==> config.mk <==
export PLATFORM = sky130hd
export DESIGN_NAME = emf_div_pipe
export DESIGN_NICKNAME = d
export VERILOG_FILES = /design/src/sv/emf_pkg.sv /design/src/sv/emf_div_pipe.sv
export SDC_FILE = /design/constraint.sdc
export NUM_CORES = 2
export LEC_CHECK = 0
export BUFFER_PORTS_ARGS = -buffer_cell sky130_fd_sc_hd__buf_2
export CAP_MARGIN = 20
export CELL_PAD_IN_SITES_DETAIL_PLACEMENT = 1
export CELL_PAD_IN_SITES_GLOBAL_PLACEMENT = 2
export CORE_MARGIN = 2
export CORE_UTILIZATION = 30
export DETAILED_ROUTE_END_ITERATION = 7
export PLACE_DENSITY_LB_ADDON = 0.08
export SLEW_MARGIN = 0
export SYNTH_ARGS = -nofsm -noshare
export SYNTH_HDL_FRONTEND = slang
export SYNTH_SLANG_ARGS = --single-unit
==> constraint.sdc <==
create_clock -name clk_i -period 13.4 [get_ports clk_i]
set_input_delay 1.34 -clock clk_i [delete_from_list [all_inputs] [get_ports clk_i]]
set_output_delay 1.34 -clock clk_i [all_outputs]
set_load 0.1 [all_outputs]
==> src/sv/emf_pkg.sv <==
`timescale 1ns / 1ps
`default_nettype none
// ----------------------------------------------------------------------------
// emf_pkg
// Shared constants, register codes and sideband types of the evidence mass
// fusion block.
// ----------------------------------------------------------------------------
package emf_pkg;

  // fixed point format of the mass parts
  localparam int unsigned FRAC_BITS = 15;
  localparam int unsigned PART_W    = 16;
  localparam logic [PART_W-1:0] ONE_VAL = PART_W'(1 << FRAC_BITS);

  // datapath widths
  localparam int unsigned PROD_W  = 2 * PART_W;   // one product of two parts
  localparam int unsigned CSUM_W  = PROD_W + 1;   // conflict product sum
  localparam int unsigned SUM_W   = PROD_W + 2;   // sum of up to three products
  localparam int unsigned CRAW_W  = CSUM_W - FRAC_BITS;
  localparam int unsigned CONF_W  = 17;           // conflict_mass field
  localparam int unsigned EPS_W   = 10;
  localparam int unsigned SW_W    = 16;
  localparam int unsigned S_W     = PART_W + 1;   // sum of three clamped parts
  localparam int unsigned NUM2_W  = PART_W + FRAC_BITS;
  localparam int unsigned LANES   = 3;
  localparam logic [CONF_W-1:0] CONF_MAX = '1;

  // reset values of the registers
  localparam logic [SW_W-1:0]  SWITCH_RST = SW_W'(29491);
  localparam logic [EPS_W-1:0] EPS_RST    = EPS_W'(1);

  // register index codes
  typedef enum logic {
    REG_CONFLICT_SWITCH = 1'b0,
    REG_EPSILON         = 1'b1
  } emf_reg_e;

  // sideband carried beside the first divider
  typedef struct packed {
    logic              yager;
    logic [CONF_W-1:0] conflict;
  } emf_side_t;

  // sideband carried beside the second divider
  typedef struct packed {
    logic              vacuous;
    logic              yager;
    logic [CONF_W-1:0] conflict;
  } emf_seal_side_t;

endpackage
`default_nettype wire

==> src/sv/emf_div_pipe.sv <==
`timescale 1ns / 1ps
`default_nettype none
// ----------------------------------------------------------------------------
// emf_div_pipe
// Pipelined restoring divider, one quotient bit per stage, several lanes that
// share one divisor. Flags lanes whose quotient does not fit in QUO_W bits.
// ----------------------------------------------------------------------------
module emf_div_pipe import emf_pkg::*; #(
  parameter int unsigned LANE_N = 3,
  parameter int unsigned NUM_W  = 34,
  parameter int unsigned DEN_W  = 16,
  parameter int unsigned QUO_W  = 16,
  parameter int unsigned SIDE_W = 1
) (
  input  wire logic                               clk_i,
  input  wire logic                               rst_ni,
  input  wire logic                               in_valid_i,
  output logic                                    in_ready_o,
  input  wire logic [LANE_N-1:0][NUM_W-1:0]       num_i,
  input  wire logic [DEN_W-1:0]                   den_i,
  input  wire logic [SIDE_W-1:0]                  side_i,
  output logic                                    out_valid_o,
  input  wire logic                               out_ready_i,
  output logic [LANE_N-1:0][QUO_W-1:0]            quo_o,
  output logic [LANE_N-1:0]                       over_o,
  output logic [SIDE_W-1:0]                       side_o
);

  localparam int unsigned WIDE_W = (NUM_W > DEN_W + QUO_W) ? NUM_W : DEN_W + QUO_W;

  logic [QUO_W-1:0]                 vld_q;
  logic [QUO_W:0]                   adv;
  logic [LANE_N-1:0][NUM_W-1:0]     rem_q  [QUO_W];
  logic [LANE_N-1:0][QUO_W-1:0]     quo_q  [QUO_W];
  logic [LANE_N-1:0]                over_q [QUO_W];
  logic [DEN_W-1:0]                 den_q  [QUO_W];
  logic [SIDE_W-1:0]                side_q [QUO_W];

  // a stage moves when it is empty or the next one moves
  assign adv[QUO_W] = out_ready_i;
  assign in_ready_o = adv[0];

  for (genvar k = 0; k < QUO_W; k++) begin : g_stage
    logic                             vld_in;
    logic [LANE_N-1:0][NUM_W-1:0]     rem_in;
    logic [LANE_N-1:0][QUO_W-1:0]     quo_in;
    logic [LANE_N-1:0]                over_in;
    logic [DEN_W-1:0]                 den_in;
    logic [SIDE_W-1:0]                side_in;
    logic [WIDE_W-1:0]                den_sh;
    logic [LANE_N-1:0][NUM_W-1:0]     rem_d;
    logic [LANE_N-1:0][QUO_W-1:0]     quo_d;

    assign adv[k] = !vld_q[k] || adv[k+1];

    if (k == 0) begin : g_first
      // quotient too wide for the stages
      always_comb begin
        for (int l = 0; l < LANE_N; l++) begin
          over_in[l] = WIDE_W'(num_i[l]) >= (WIDE_W'(den_i) << QUO_W);
        end
      end
      assign vld_in  = in_valid_i;
      assign rem_in  = num_i;
      assign quo_in  = '0;
      assign den_in  = den_i;
      assign side_in = side_i;
    end else begin : g_next
      assign vld_in  = vld_q[k-1];
      assign rem_in  = rem_q[k-1];
      assign quo_in  = quo_q[k-1];
      assign over_in = over_q[k-1];
      assign den_in  = den_q[k-1];
      assign side_in = side_q[k-1];
    end

    assign den_sh = WIDE_W'(den_in) << (QUO_W - 1 - k);

    // one restoring step per lane
    always_comb begin
      for (int l = 0; l < LANE_N; l++) begin
        rem_d[l] = rem_in[l];
        quo_d[l] = quo_in[l];
        if (WIDE_W'(rem_in[l]) >= den_sh) begin
          rem_d[l] = NUM_W'(WIDE_W'(rem_in[l]) - den_sh);
          quo_d[l][QUO_W-1-k] = 1'b1;
        end
      end
    end

    always_ff @(posedge clk_i or negedge rst_ni) begin
      if (!rst_ni) begin
        vld_q[k] <= 1'b0;
      end else if (adv[k]) begin
        vld_q[k] <= vld_in;
      end
    end

    always_ff @(posedge clk_i) begin
      if (adv[k] && vld_in) begin
        rem_q[k]  <= rem_d;
        quo_q[k]  <= quo_d;
        over_q[k] <= over_in;
        den_q[k]  <= den_in;
        side_q[k] <= side_in;
      end
    end
  end

  assign out_valid_o = vld_q[QUO_W-1];
  assign quo_o       = quo_q[QUO_W-1];
  assign over_o      = over_q[QUO_W-1];
  assign side_o      = side_q[QUO_W-1];

endmodule
`default_nettype wire

# Word-level counts from Yosys, hierarchy flattened
# Memories as Yosys holds them, arrays and structs flattened.
# Index checks and enable logic that the tools add are counted.
# word_totals
regBits	16
ramBits	2720
in_bits	123
out_inout_bits	54
word_cells	296
n_memories	5
# mem_list
name	words	word_bits	read_ports	rd_ports_with_merged_regs	write_ports	line	rtl
rem_q	16	102	15	0	16	emf_div_pipe.sv:33	logic [LANE_N-1:0][NUM_W-1:0] rem_q [QUO_W];
quo_q	16	48	16	0	16	emf_div_pipe.sv:34	logic [LANE_N-1:0][QUO_W-1:0] quo_q [QUO_W];
den_q	16	16	15	0	16	emf_div_pipe.sv:36	logic [DEN_W-1:0] den_q [QUO_W];
over_q	16	3	16	0	16	emf_div_pipe.sv:35	logic [LANE_N-1:0] over_q [QUO_W];
side_q	16	1	16	0	16	emf_div_pipe.sv:37	logic [SIDE_W-1:0] side_q [QUO_W];
# op_classes
addsub	48
order_cmp	51
muxes	128
n_reduce_logical	48
# op_table
op	n
$mux 34	48
$ge 34x16->1	3
$ge 34x17->1	3
$ge 34x18->1	3
$ge 34x19->1	3
$ge 34x20->1	3
$ge 34x21->1	3
$ge 34x22->1	3
$ge 34x23->1	3
$ge 34x24->1	3
$ge 34x25->1	3
$ge 34x26->1	3
$ge 34x27->1	3
$ge 34x28->1	3
$ge 34x29->1	3
$ge 34x30->1	3
$ge 34x31->1	3
$ge 34x32->1	3
$sub 34x16->34	3
$sub 34x17->34	3
$sub 34x18->34	3
$sub 34x19->34	3
$sub 34x20->34	3
$sub 34x21->34	3
other kinds (14)	158

# Depth between registers and ports, before layout
# logic_depth
depth_word	20
depth_mapped	14
mapped_depth_nobuf	13

# Least setup slack after synthesis
# Ideal clock, no wire load.
# synth_timing
kind	input to register
startpoint	input port out_ready_i
endpoint	memory den_q[7][0] (netlist: den_q[0][112]), enable pin
setup_time_ns	0.875
arrival_ns	12.476
t_required_ns	12.525
path_slack_ns	0.049
cell_stages	6
path_buffers	0
path_cell_list	nor2b_1 > nand3_1 > nor2_1 > and2_1 > and3_1 > a21boi_0
# synth_lines
item	line	rtl
start, declared	emf_div_pipe.sv:23	input wire logic out_ready_i,
end, declared	emf_div_pipe.sv:36	

# Worst setup path after layout
# layout_timing
startpoint	input port out_ready_i
endpoint	output port in_ready_o
# layout_via
elab_chain_len	16
# layout_rtl
item	line	rtl
$logic_or 1x1->1 (16 in a row)	emf_div_pipe.sv:54	assign adv[k] = !vld_q[k] || adv[k+1];
end, declared	emf_div_pipe.sv:18	output logic in_ready_o,
# Every way passes these cells.

==> metrics.txt <==
Synthesized Nets=~11000; peak supply drop=0.105 mV; leading post-synthesis cells by cell area=edfxtp_1 56%, ha_1 8.4%, xnor2_1 3.6%; ys flop type=edfxtp_1; RSZ-0062 raised after global routing=false; delay of the slowest critical-path stage=0.65 ns; Final Cycle Share=0.382; clock-pin slew on the worst setup and hold paths=0.06 ns; GR Util All Layers=0.198; die span in y=639 µm; Post-synth ARST share=0.00709; Initial DRT Pass Iterations=5; DP HPWL=333 mm; status=finished, final reports clean; ordered list of cells on the worst path=buf_2 > nor2b_1 > nand3_1 > nor2_1 > nand2_1 > nor4_1 > nand4_1 > buf_2; share of layout cells above drive strength 1=0.0901; Seq/Total Area, Yosys=0.559; I/O pins=177; CP Launch Type=input pin; Vias=81700; Distinct cells, synth=95; grt total ovfl=0; worst min path class=input pin to async pin; Mapped Cells=10200; Power Density=224 nW/µm²; CP max-delay cell=nor4_1; # rows=233; Post-CTS Setup Inserts=0; Most Frequent Cell on Critical Path=buf_2; Reg-to-Reg End=rem_q[1][126]$_DFFE_PP_; fin crit period=5.12 ns; cts bufs inserted=between 200 and 300; Fmax=195 MHz; post-synth top area cell=edfxtp_1; final core utilization=0.344; transition time of the tightest slew-check pin=about 1.1 ns; first-iteration detailed-routing DRC count=about 4600; Req. time, crit path=around 12 ns; CTS tree=built; gpl congestion=0.837; DR DRC count=0; core footprint=402000 µm²; vias in the first global route=~86000; post-route ant nets=0; number of synthesized flops with an enable pin=2242; max-slew violation count=0; total power=30.9 mW; chip width=~640 µm; CP endpoint kind=output pin; crit path buf inv count=2; WL final=412 mm; Top delay family on crit path=simple AND/OR/NAND/NOR gates; setup ws final=8.28 ns; average size of a mapped cell=11.8 µm²; R2R cell count=12; H-Tree Level Count=5; Area Overhead vs Synth=14.1%; Worst Skew=0.0585 ns; Data arrival, critical path=3.78 ns; Pleak=between 50 and 60 nW; CTS root buffer=clkbuf_16; Resize count post-CTS=0; clk_lat worst skew=0.94 ns; CTS sink cnt=2258; Setup-failing EPs final=0; Max FO, Critical Path=5; setup TNS=0 ns; reg2reg start=den_q[1][0]$_DFFE_PP_; cts hold-fix bufs=0; pre-CTS setup slack=approximately 7.9 ns; Initial Utilization=0.301; Final #Nets=11600; top cell type's share of synthesized area=0.556; initial antenna violation count=15; DR WL/cell=25.6 µm; CP Class=input pin to output pin; via/cell ratio=5.07; Hold Violations, Final=0; r2r setup slk=8.48 ns; port bufs=about 180; clock buffer depth=4; Seq cells post-synth=approximately 2300; Ys Warns=0; slew margin rel.=0.244; pin count of the biggest net entering global routing=between 100 and 150; first-pass GRT wire length=around 600 mm; max-cap viol count=0; die area=~410000 µm²; Netlist Area Pre-Place=121000 µm²
synth_stat cells (all sizes together) (128+ instances only):
| master | count |
|---|---|
| nor4 | 220 |
| clkbuf | 147 |
| a21oi | 749 |
| o21a | 128 |
| nor3 | 255 |
| nand2b | 165 |
| xnor2 | 496 |
| nand2 | 716 |
| nor2 | 778 |
| o21ai | 600 |
| edfxtp | 2242 |
| mux2 | 167 |
| xor2 | 462 |
| nand3 | 166 |
| ha | 816 |
| a21o | 264 |
| inv | 506 |
worst max-delay path by stage:
stage / startpoint / endpoint / slack (ns) / cells past startpoint
6_report: out_ready_i / in_ready_o / 8.28 / 8
5_1_grt: den_q[1][0]$_DFFE_PP_ / rem_q[1][126]$_DFFE_PP_ / 7.99 / 12
4_1_cts: out_ready_i / in_ready_o / 8.26 / 8
3_5_place_dp: den_i[1] / rem_q[0][26]$_DFFE_PP_ / 7.93 / 13
3_3_place_gp: den_i[1] / rem_q[0][26]$_DFFE_PP_ / 7.89 / 13
2_1_floorplan: out_ready_i / den_q[0][112]$_DFFE_PP_ / 0.05 / 6
per-stage QoR:
| step | hold slack, ns | cells | area [µm²] |
|---|---|---|---|
| 3_3_place_gp | 0.400 | 15600 | 129000 |
| 4_1_cts | 0.293 | 16100 | 138000 |
| 5_1_grt | 0.344 | 16100 | 138000 |
| 6_report | 0.373 | 16100 | 138000 |
| 2_1_floorplan | 0.400 | 10200 | 121000 |
| 3_5_place_dp | 0.405 | 15600 | 129000 |
sequential cells by signal, summed over array words and instances, names as in the netlist:
register        count
den_q             240
g_stage.vld_in     15
out_valid_o         1
over_q             48
quo_q             408
rem_q            1530
side_q             16
final cells by class:
type,instances,area (µm²)
antenna,5,12.5
clock buffer,333,7440
clock inverter,176,1950
fill,43300,264000
inverter,506,1900
multi-input combinational,7311,51000
sequential,2258,67700
tap,5287,6620
timing repair buffer,255,1590
power by group:
| part | leakage [nW] | switching, mW | internal, mW |
|---|---|---|---|
| Sequential | 21.2 | 1.64 | 10.4 |
| Combinational | 24.9 | 6.69 | 4.38 |
| Clock | 4.53 | 3.17 | 4.61 |
cell families after synthesis:
group	synth area share
xor+xnor	0.0693
buf+inv	0.0211
compound gates	0.116
flops	0.559
simple gates	0.126
fa+ha+maj	0.0917
mux	0.0167
per-layer routing:
metal	vias up	global-route usage	part of all wire	wire [µm]
met5	-	0	0	0
met4	0	0.0529	0.027	11300
met3	470	0.0166	0.024	9780
met2	991	0.367	0.52	215000
met1	41000	0.245	0.43	177000
li1	39300	-	-	-
placed cells by master (no fill, tap or decap), types with 122 or more instances in the layout:
cell and count:
inv_1 506, nand4_1 124, buf_2 178, edfxtp_1 2242, a21oi_1 748, nor4_1 215
nand3_1 166, nand2_1 716, a21o_1 264, o21ai_0 594, nor2b_1 122, nand2b_1 165
clkbuf_16 291, mux2_2 162, nor2_1 776, nor3_1 253, o21a_1 128, xor2_1 462
xnor2_1 496, ha_1 816
Note: power is estimated with default switching activity, not from simulation.
