## src/sv/emf_pkg.sv

```systemverilog
`timescale 1ns / 1ps
`default_nettype none
// ----------------------------------------------------------------------------
// emf_pkg
// Shared constants, register codes and sideband types of the evidence mass
// fusion block.
// ----------------------------------------------------------------------------
package emf_pkg;

  // fixed point format of the mass parts
  localparam int unsigned FRAC_BITS = 15;
  localparam int unsigned PART_W    = 16;
  localparam logic [PART_W-1:0] ONE_VAL = PART_W'(1 << FRAC_BITS);

  // datapath widths
  localparam int unsigned PROD_W  = 2 * PART_W;   // one product of two parts
  localparam int unsigned CSUM_W  = PROD_W + 1;   // conflict product sum
  localparam int unsigned SUM_W   = PROD_W + 2;   // sum of up to three products
  localparam int unsigned CRAW_W  = CSUM_W - FRAC_BITS;
  localparam int unsigned CONF_W  = 17;           // conflict_mass field
  localparam int unsigned EPS_W   = 10;
  localparam int unsigned SW_W    = 16;
  localparam int unsigned S_W     = PART_W + 1;   // sum of three clamped parts
  localparam int unsigned NUM2_W  = PART_W + FRAC_BITS;
  localparam int unsigned LANES   = 3;
  localparam logic [CONF_W-1:0] CONF_MAX = '1;

  // reset values of the registers
  localparam logic [SW_W-1:0]  SWITCH_RST = SW_W'(29491);
  localparam logic [EPS_W-1:0] EPS_RST    = EPS_W'(1);

  // register index codes
  typedef enum logic {
    REG_CONFLICT_SWITCH = 1'b0,
    REG_EPSILON         = 1'b1
  } emf_reg_e;

  // sideband carried beside the first divider
  typedef struct packed {
    logic              yager;
    logic [CONF_W-1:0] conflict;
  } emf_side_t;

  // sideband carried beside the second divider
  typedef struct packed {
    logic              vacuous;
    logic              yager;
    logic [CONF_W-1:0] conflict;
  } emf_seal_side_t;

endpackage
`default_nettype wire

```

## src/sv/emf_div_pipe.sv

```systemverilog
`timescale 1ns / 1ps
`default_nettype none
// ----------------------------------------------------------------------------
// emf_div_pipe
// Pipelined restoring divider, one quotient bit per stage, several lanes that
// share one divisor. Flags lanes whose quotient does not fit in QUO_W bits.
// ----------------------------------------------------------------------------
module emf_div_pipe import emf_pkg::*; #(
  parameter int unsigned LANE_N = 3,
  parameter int unsigned NUM_W  = 34,
  parameter int unsigned DEN_W  = 16,
  parameter int unsigned QUO_W  = 16,
  parameter int unsigned SIDE_W = 1
) (
  input  wire logic                               clk_i,
  input  wire logic                               rst_ni,
  input  wire logic                               in_valid_i,
  output logic                                    in_ready_o,
  input  wire logic [LANE_N-1:0][NUM_W-1:0]       num_i,
  input  wire logic [DEN_W-1:0]                   den_i,
  input  wire logic [SIDE_W-1:0]                  side_i,
  output logic                                    out_valid_o,
  input  wire logic                               out_ready_i,
  output logic [LANE_N-1:0][QUO_W-1:0]            quo_o,
  output logic [LANE_N-1:0]                       over_o,
  output logic [SIDE_W-1:0]                       side_o
);

  localparam int unsigned WIDE_W = (NUM_W > DEN_W + QUO_W) ? NUM_W : DEN_W + QUO_W;

  logic [QUO_W-1:0]                 vld_q;
  logic [QUO_W:0]                   adv;
  logic [LANE_N-1:0][NUM_W-1:0]     rem_q  [QUO_W];
  logic [LANE_N-1:0][QUO_W-1:0]     quo_q  [QUO_W];
  logic [LANE_N-1:0]                over_q [QUO_W];
  logic [DEN_W-1:0]                 den_q  [QUO_W];
  logic [SIDE_W-1:0]                side_q [QUO_W];

  // a stage moves when it is empty or the next one moves
  assign adv[QUO_W] = out_ready_i;
  assign in_ready_o = adv[0];

  for (genvar k = 0; k < QUO_W; k++) begin : g_stage
    logic                             vld_in;
    logic [LANE_N-1:0][NUM_W-1:0]     rem_in;
    logic [LANE_N-1:0][QUO_W-1:0]     quo_in;
    logic [LANE_N-1:0]                over_in;
    logic [DEN_W-1:0]                 den_in;
    logic [SIDE_W-1:0]                side_in;
    logic [WIDE_W-1:0]                den_sh;
    logic [LANE_N-1:0][NUM_W-1:0]     rem_d;
    logic [LANE_N-1:0][QUO_W-1:0]     quo_d;

    assign adv[k] = !vld_q[k] || adv[k+1];

    if (k == 0) begin : g_first
      // quotient too wide for the stages
      always_comb begin
        for (int l = 0; l < LANE_N; l++) begin
          over_in[l] = WIDE_W'(num_i[l]) >= (WIDE_W'(den_i) << QUO_W);
        end
      end
      assign vld_in  = in_valid_i;
      assign rem_in  = num_i;
      assign quo_in  = '0;
      assign den_in  = den_i;
      assign side_in = side_i;
    end else begin : g_next
      assign vld_in  = vld_q[k-1];
      assign rem_in  = rem_q[k-1];
      assign quo_in  = quo_q[k-1];
      assign over_in = over_q[k-1];
      assign den_in  = den_q[k-1];
      assign side_in = side_q[k-1];
    end

    assign den_sh = WIDE_W'(den_in) << (QUO_W - 1 - k);

    // one restoring step per lane
    always_comb begin
      for (int l = 0; l < LANE_N; l++) begin
        rem_d[l] = rem_in[l];
        quo_d[l] = quo_in[l];
        if (WIDE_W'(rem_in[l]) >= den_sh) begin
          rem_d[l] = NUM_W'(WIDE_W'(rem_in[l]) - den_sh);
          quo_d[l][QUO_W-1-k] = 1'b1;
        end
      end
    end

    always_ff @(posedge clk_i or negedge rst_ni) begin
      if (!rst_ni) begin
        vld_q[k] <= 1'b0;
      end else if (adv[k]) begin
        vld_q[k] <= vld_in;
      end
    end

    always_ff @(posedge clk_i) begin
      if (adv[k] && vld_in) begin
        rem_q[k]  <= rem_d;
        quo_q[k]  <= quo_d;
        over_q[k] <= over_in;
        den_q[k]  <= den_in;
        side_q[k] <= side_in;
      end
    end
  end

  assign out_valid_o = vld_q[QUO_W-1];
  assign quo_o       = quo_q[QUO_W-1];
  assign over_o      = over_q[QUO_W-1];
  assign side_o      = side_q[QUO_W-1];

endmodule
`default_nettype wire

```

## src/sv/emf_seal.sv

```systemverilog
`timescale 1ns / 1ps
`default_nettype none
// ----------------------------------------------------------------------------
// emf_seal
// Clamps the combined parts, sums them, normalizes each part by the sum with
// a pipelined divider (vacuous at a near-zero sum) and registers the result.
// ----------------------------------------------------------------------------
module emf_seal import emf_pkg::*; (
  input  wire logic                         clk_i,
  input  wire logic                         rst_ni,
  input  wire logic [EPS_W-1:0]             epsilon_i,
  input  wire logic                         in_valid_i,
  output logic                              in_ready_o,
  input  wire logic [LANES-1:0][PART_W-1:0] quo_i,
  input  wire logic [LANES-1:0]             over_i,
  input  wire emf_side_t                    side_i,
  output logic                              out_valid_o,
  input  wire logic                         out_ready_i,
  output logic [PART_W-1:0]                 fused_occupied_o,
  output logic [PART_W-1:0]                 fused_free_o,
  output logic [PART_W-1:0]                 fused_unknown_o,
  output logic [CONF_W-1:0]                 conflict_mass_o,
  output logic                              yager_applied_o
);

  logic                          sv_q;
  logic                          adv_s;
  logic                          div_ready;
  logic [LANES-1:0][PART_W-1:0]  part_d, part_q;
  logic [S_W-1:0]                sum_d, sum_q;
  emf_seal_side_t                side_d, side_q;

  assign adv_s      = !sv_q || div_ready;
  assign in_ready_o = adv_s;

  // clamp to one, sum, near-zero check
  always_comb begin
    for (int l = 0; l < LANES; l++) begin
      part_d[l] = (over_i[l] || quo_i[l] > ONE_VAL) ? ONE_VAL : quo_i[l];
    end
    sum_d = S_W'(part_d[0]) + S_W'(part_d[1]) + S_W'(part_d[2]);
    side_d.vacuous  = sum_d <= S_W'(epsilon_i);
    side_d.yager    = side_i.yager;
    side_d.conflict = side_i.conflict;
  end

  always_ff @(posedge clk_i) begin
    if (adv_s && in_valid_i) begin
      part_q <= part_d;
      sum_q  <= sum_d;
      side_q <= side_d;
    end
  end

  // rounded numerators x * one + s / 2
  logic [LANES-1:0][NUM2_W-1:0] num2;
  always_comb begin
    for (int l = 0; l < LANES; l++) begin
      num2[l] = (NUM2_W'(part_q[l]) << FRAC_BITS) + NUM2_W'(sum_q >> 1);
    end
  end

  logic                          div_valid;
  logic                          adv_o;
  logic [LANES-1:0][PART_W-1:0]  quo2;
  logic [LANES-1:0]              over2;
  logic [$bits(emf_seal_side_t)-1:0] side2_raw;
  emf_seal_side_t                side2;

  emf_div_pipe #(
    .LANE_N (LANES),
    .NUM_W  (NUM2_W),
    .DEN_W  (S_W),
    .QUO_W  (PART_W),
    .SIDE_W ($bits(emf_seal_side_t))
  ) u_norm_div (
    .clk_i       (clk_i),
    .rst_ni      (rst_ni),
    .in_valid_i  (sv_q),
    .in_ready_o  (div_ready),
    .num_i       (num2),
    .den_i       (sum_q),
    .side_i      (side_q),
    .out_valid_o (div_valid),
    .out_ready_i (adv_o),
    .quo_o       (quo2),
    .over_o      (over2),
    .side_o      (side2_raw)
  );

  assign side2 = emf_seal_side_t'(side2_raw);

  // output register
  logic                 ov_q;
  logic [PART_W-1:0]    fo_q, ff_q, fu_q;
  logic [CONF_W-1:0]    conf_q;
  logic                 yager_q;

  assign adv_o = !ov_q || out_ready_i;

  always_ff @(posedge clk_i) begin
    if (adv_o && div_valid) begin
      if (side2.vacuous) begin
        fo_q <= '0;
        ff_q <= '0;
        fu_q <= ONE_VAL;
      end else begin
        fo_q <= over2[0] ? ONE_VAL : quo2[0];
        ff_q <= over2[1] ? ONE_VAL : quo2[1];
        fu_q <= over2[2] ? ONE_VAL : quo2[2];
      end
      conf_q  <= side2.conflict;
      yager_q <= side2.yager;
    end
  end

  // valid bits
  always_ff @(posedge clk_i or negedge rst_ni) begin
    if (!rst_ni) begin
      sv_q <= 1'b0;
      ov_q <= 1'b0;
    end else begin
      if (adv_s) sv_q <= in_valid_i;
      if (adv_o) ov_q <= div_valid;
    end
  end

  assign out_valid_o      = ov_q;
  assign fused_occupied_o = fo_q;
  assign fused_free_o     = ff_q;
  assign fused_unknown_o  = fu_q;
  assign conflict_mass_o  = conf_q;
  assign yager_applied_o  = yager_q;

endmodule
`default_nettype wire

```

## config.mk

```make
export PLATFORM = sky130hd
export DESIGN_NAME = emf_seal
export DESIGN_NICKNAME = d
export VERILOG_FILES = /design/src/sv/emf_pkg.sv /design/src/sv/emf_div_pipe.sv /design/src/sv/emf_seal.sv
export SDC_FILE = /design/constraint.sdc
export NUM_CORES = 2
export LEC_CHECK = 0
export ABC_AREA = 0
export CAP_MARGIN = 40
export CORE_ASPECT_RATIO = 1.4
export CORE_UTILIZATION = 30
export CTS_BUF_LIST = sky130_fd_sc_hd__clkbuf_8 sky130_fd_sc_hd__clkbuf_16
export DETAILED_ROUTE_END_ITERATION = 16
export DONT_BUFFER_PORTS = 1
export SYNTH_ARGS = -nofsm -noshare
export SYNTH_HDL_FRONTEND = slang
export SYNTH_SLANG_ARGS = --single-unit
```

## constraint.sdc

```tcl
create_clock -name clk_i -period 16.6 [get_ports clk_i]
set_input_delay 1.66 -clock clk_i [delete_from_list [all_inputs] [get_ports clk_i]]
set_output_delay 1.66 -clock clk_i [all_outputs]
set_load 0.02 [all_outputs]
```

# After elaboration in Yosys (flattened, before gate mapping)
# Memory sizes are Yosys's and may differ from the RTL's.
# Index checks and enable logic that the tools add are counted.
# word_totals
reg_bits	168
ramBits	2880
mem_count	5
# memory_table
name	words	word_bits	read_ports	rd_ports_with_merged_regs	write_ports	line_no	source
u_norm_div.rem_q	16	93	15	0	16	emf_div_pipe.sv:33	logic [LANE_N-1:0][NUM_W-1:0] rem_q [QUO_W];
u_norm_div.quo_q	16	48	16	0	16	emf_div_pipe.sv:34	logic [LANE_N-1:0][QUO_W-1:0] quo_q [QUO_W];
u_norm_div.side_q	16	19	16	0	16	emf_div_pipe.sv:37	logic [SIDE_W-1:0] side_q [QUO_W];
u_norm_div.den_q	16	17	15	0	16	emf_div_pipe.sv:36	logic [DEN_W-1:0] den_q [QUO_W];
u_norm_div.over_q	16	3	16	0	16	emf_div_pipe.sv:35	logic [LANE_N-1:0] over_q [QUO_W];
# classes
addsub	53
n_lt_le_gt_ge	55
muxes	133
reduce_logical	60
# op_table
op	count
two-way mux 31 bit	48
subtractor 31 bit	6
greater-or-equal comparator 31 x 33 -> 1 bit	3
greater-or-equal comparator 31 x 32 -> 1 bit	3
adder 31 x 16 -> 31 bit	3
greater-or-equal comparator 31 x 17 -> 1 bit	3
greater-or-equal comparator 31 x 18 -> 1 bit	3
greater-or-equal comparator 31 x 19 -> 1 bit	3
greater-or-equal comparator 31 x 20 -> 1 bit	3
greater-or-equal comparator 31 x 21 -> 1 bit	3
greater-or-equal comparator 31 x 22 -> 1 bit	3
greater-or-equal comparator 31 x 23 -> 1 bit	3
greater-or-equal comparator 31 x 24 -> 1 bit	3
greater-or-equal comparator 31 x 25 -> 1 bit	3
greater-or-equal comparator 31 x 26 -> 1 bit	3
greater-or-equal comparator 31 x 27 -> 1 bit	3
greater-or-equal comparator 31 x 28 -> 1 bit	3
greater-or-equal comparator 31 x 29 -> 1 bit	3
greater-or-equal comparator 31 x 30 -> 1 bit	3
greater-or-equal comparator 31 bit	3
subtractor 31 x 17 -> 31 bit	3
subtractor 31 x 18 -> 31 bit	3
subtractor 31 x 19 -> 31 bit	3
subtractor 31 x 20 -> 31 bit	3
other kinds (20)	181

# Logic depth before layout (Yosys ltp)
# depth
depth_word	21
mapped_depth	23
mapped_depth_nobuf	22

# Cells and area by module
# From an unflattened synthesis, not the netlist that was laid out.
# unflattened
hier_cells	10825
hier_area_um2	132783.6
# by_module_without_submodules
mod	instances	cells_each	area_each_um2	seq_area_each_um2
emf_div_pipe	1	10225	125210.1	72769.8
emf_seal	1	600	7573.5	4554.4

# Worst setup path after synthesis
# OpenSTA, ideal clock, no wires.
# synth_path
path_kind	input -> register
from	input out_ready_i
to	memory u_norm_div.den_q[1][68] in the netlist's numbering (enable)
setup_ns	0.706
t_arrival_ns	9.086
required_ns	15.894
setup_slack_ns	6.808
path_stages	4
path_cell_list	nor2b_1 -> nand3_1 -> nor2_1 -> nor2b_1
# synth_rtl
item	line_no	source
start, declared	emf_seal.sv:18	input wire logic out_ready_i,
end, declared	emf_div_pipe.sv:36	

==> summary.txt <==
Placement
  – Post-DP HPWL: 260,700 um
  – Port-buffer cells: 0
  – Placer congestion estimate: 0.9529

Clock network
  – H-tree levels: 4
  – Post-CTS setup buffers: 0
  – CTS resizes: 0
  – Clk_lat worst skew: 0.94 ns
  – Clk root buf: clkbuf_16
  – CTS tree: built
  – Clock sink total: 2,218
  – Clock transition at path regs: 0.06 ns
  – Num CTS Buffers: 240
  – CTS hold repair buffers: 0
  – Max Root-Sink Buffers: 4

Synth
  – Top cells by area, synth: edfxtp_1 55%, ha_1 8.9%, xnor2_1 3.3%
  – Asr flop ratio synth: 0.8115%
  – Post-Synthesis Cell Area: 121,100 um^2
  – Yosys top cell by area: edfxtp_1
  – EDFF count, synth: 2,200
  – Synth Register Bits: 2,218
  – Syn_area_per_cell: 11.70 um^2
  – Warnings from Yosys: 0
  – Synthesized net count: 11,360
  – Top_reg_cell synth: edfxtp_1
  – Seq/Total Area, Yosys: 54.93%
  – Mapped Cells: 10,350
  – Count of cell types in the netlist: 86
  – Top cell type's share of synthesized area: 54.56%

Detailed routing
  – Drt first-iter violations: 4,265
  – Antenna Violating Nets Remaining: 0
  – Wire per inst: 20.11 um
  – DRT Pass-1 Iters: 8
  – Remaining DRCs: 0
  – WL final: 321,600 um
  – Vias: 78,980
  – Number of vias per cell: 4.939

Min path
  – Hold WC Path Type: flip-flop to flip-flop

Setup path
  – Max FO, Critical Path: 15
  – Cells along the critical path: nor4_1 -> nand4_1 -> nand2_1 -> nand2_1 -> fa_1 -> inv_1 -> ha_1 -> fa_1 -> a211o_1 -> o211ai_1 -> a21oi_1 -> a21oi_1 -> xnor2_1 -> ha_1 -> nand4_1 -> nor2_1 -> a21oi_1 -> a22oi_1 -> nor4_1 -> nand2b_1 -> nor4_1
  – Top delay family on crit path: simple AND/OR/NAND/NOR gates
  – CP arrival: 6.90 ns
  – CP Class: primary input to flip-flop
  – Crit path launch type: primary input
  – CP Data Required Time: 17.33 ns
  – Slowest-stage cell, CP: nor4_1
  – Max incr delay on CP: 0.80 ns
  – Crit. End Element: flip-flop
  – Critical path buffers and inverters: 1

Timing
  – Crit share post-route: 37.16%
  – RSZ-0062 raised after global routing: no
  – Slew @ Worst Pin: 0.9487 ns
  – Max_slew headroom: 36.17%
  – Setup violators final: 0
  – Setup TNS Final: 0 ns
  – Post-layout min period: 6.169 ns
  – FMAX: 162.1 MHz
  – Final number of hold-violating endpoints: 0
  – Max Clock Skew: 0.08859 ns
  – Final max-slew violation count: 0

Final layout
  – Total of fill cells in the finished design: 39,720
  – Multi-input gate area: 51,980 um^2
  – Fin nets: 11,510
  – Share of layout cells above drive strength 1: 7.455%
  – FF+latch area: 66,510 um^2
  – Finished Core Util: 33.95%
  – Layout area overhead: 12.49%

GRT
  – GR Util All Layers: 15.38%
  – Number of antenna violations at the first check in global routing: 4
  – Global-route wire length before repair: 476,400 um
  – GRT overflow: 0
  – Vias in the first global route: 79,710
  – Largest net degree at the start of global routing: 114

Floorplan
  – Core area: 401,200 um^2
  – Row count: 275
  – Die ar.: 406,200 um^2
  – Die Span Y: 753.7 um
  – Starting Density: 30.18%
  – Ports: 151
  – Die span in x: 538.9 um

Pwr
  – Final Power: 0.02387 W
  – Cell Pwr Density: 175.3 nW/um^2
  – Max VDD drop: 0.0001056 V
  – Leakage: 51.55 nW

Run
  – Max_cap viols: 0

Status
  – Status: complete, no violations
## Yosys cell counts (72+ instances only)
| library cell | n |
|---|---|
| o31ai_1 | 75 |
| and2_1 | 117 |
| nand2_1 | 766 |
| xnor2_1 | 453 |
| nor2b_1 | 141 |
| o21a_1 | 148 |
| nand2b_1 | 163 |
| inv_1 | 559 |
| nor3_1 | 220 |
| nor2_1 | 703 |
| nor4_1 | 130 |
| mux2_2 | 182 |
| xor2_1 | 387 |
| edfxtp_1 | 2200 |
| o21bai_1 | 72 |
| a21oi_1 | 734 |
| a21o_1 | 360 |
| ha_1 | 859 |
| clkbuf_1 | 165 |
| nand3_1 | 176 |
| nand4_1 | 146 |
| o21ai_0 | 656 |
## cells in the final DEF, fill, tap and decap left out, types with 176 or more instances in the layout
master     count
xnor2_1      453
a21o_1       360
ha_1         859
mux2_2       182
xor2_1       387
inv_1        585
clkbuf_16    242
edfxtp_1    2200
nand3_1      176
nand2_1      766
nor3_1       218
nor2_1       696
o21ai_0      655
a21oi_1      732
## per-layer routing
layer	GRT usage, %	part of all wire [%]	wire, um	vias up
met3	1.657	2.7	8709	867
met1	13.50	33	105300	37390
li1	-	-	-	39100
met2	30.28	54	175000	1616
met4	13.90	10	32640	2
met5	0	0.0028	9	-
## power breakdown
| part | internal, W | switching [W] |
|---|---|---|
| Sequential | 0.00843 | 0.00109 |
| Combinational | 0.00380 | 0.00518 |
| Clock | 0.00313 | 0.00225 |
| Total | 0.0154 | 0.00851 |
## flip-flops by register name, indices dropped and copies added, names as in the netlist
| name | flops |
|---|---|
| u_norm_div.g_stage.vld_in | 15 |
| u_norm_div.rem_q | 1035 |
| sum_q | 17 |
| side_q | 19 |
| yager_applied_o | 1 |
| conflict_mass_o | 17 |
| part_q | 48 |
| u_norm_div.over_q | 48 |
| sv_q | 1 |
| out_valid_o | 1 |
| fused_occupied_o | 16 |
| u_norm_div.out_valid_o | 1 |
| u_norm_div.quo_q | 408 |
| u_norm_div.den_q | 255 |
| fused_unknown_o | 16 |
| fused_free_o | 16 |
| u_norm_div.side_q | 304 |
## metrics by stage
step           setup slack, ns  cell area (um^2)  cells  hold WS (ns)
2_1_floorplan            6.808            121100  10350        0.4003
3_3_place_gp             9.339            127800  15510        0.4008
3_5_place_dp             9.518            128100  15530        0.4045
4_1_cts                  10.54            136200  15980        0.3278
5_1_grt                  10.16            136200  15980        0.3333
6_report                 10.43            136200  15990        0.3461
## worst reg2reg max path: stages, from the launching register on
cell and delay (ns):
edfxtp_1 0.82, ha_1 0.29, ha_1 0.18, nand3_1 0.14, nor2_1 0.18, nand4_1 0.20
xnor2_1 0.32, ha_1 0.35, a21o_1 0.20, a21o_1 0.21, a21oi_1 0.15, o21ai_0 0.14
o41ai_1 0.53, o31a_1 0.54, buf_6 0.25, mux2_2 0.35
## path summary, 6_finish.rpt
kind	startpoint	to	slack, ns	depth (start not counted)
max reg2reg	sum_q[16]	u_norm_div.rem_q[0][82]	11.45	15
max	quo_i[7]	side_q[18]	10.43	21
min in group asynchronous	rst_ni	u_norm_div.g_stage[12].vld_in	0.43	0
min reg2reg	u_norm_div.quo_q[0][205]	u_norm_div.quo_q[0][253]	0.35	0
max in group asynchronous	rst_ni	u_norm_div.g_stage[1].vld_in	16.08	0
min	u_norm_div.quo_q[0][205]	u_norm_div.quo_q[0][253]	0.35	0
## final cells by class
class	count	area share [%]
Timing Repair Buffer	98	0.6724
Antenna cell	11	0.02021
Clock inverter	201	1.410
Sequential cell	2218	48.83
Multi-Input combinational cell	7389	38.16
Inverter	562	1.552
Tap cell	5263	4.834
Clock buffer	249	4.517
## cell families after synthesis
| kind of cell | count (synthesis) | share of synthesized area (%) |
|---|---|---|
| buf+inv | 745 | 2.326 |
| fa+ha+maj | 921 | 9.901 |
| simple gates | 2908 | 11.89 |
| compound gates | 2516 | 13.00 |
| mux | 204 | 1.874 |
| flops | 2218 | 54.93 |
| xor+xnor | 840 | 6.076 |
Note: power is estimated with default switching activity, not from simulation.
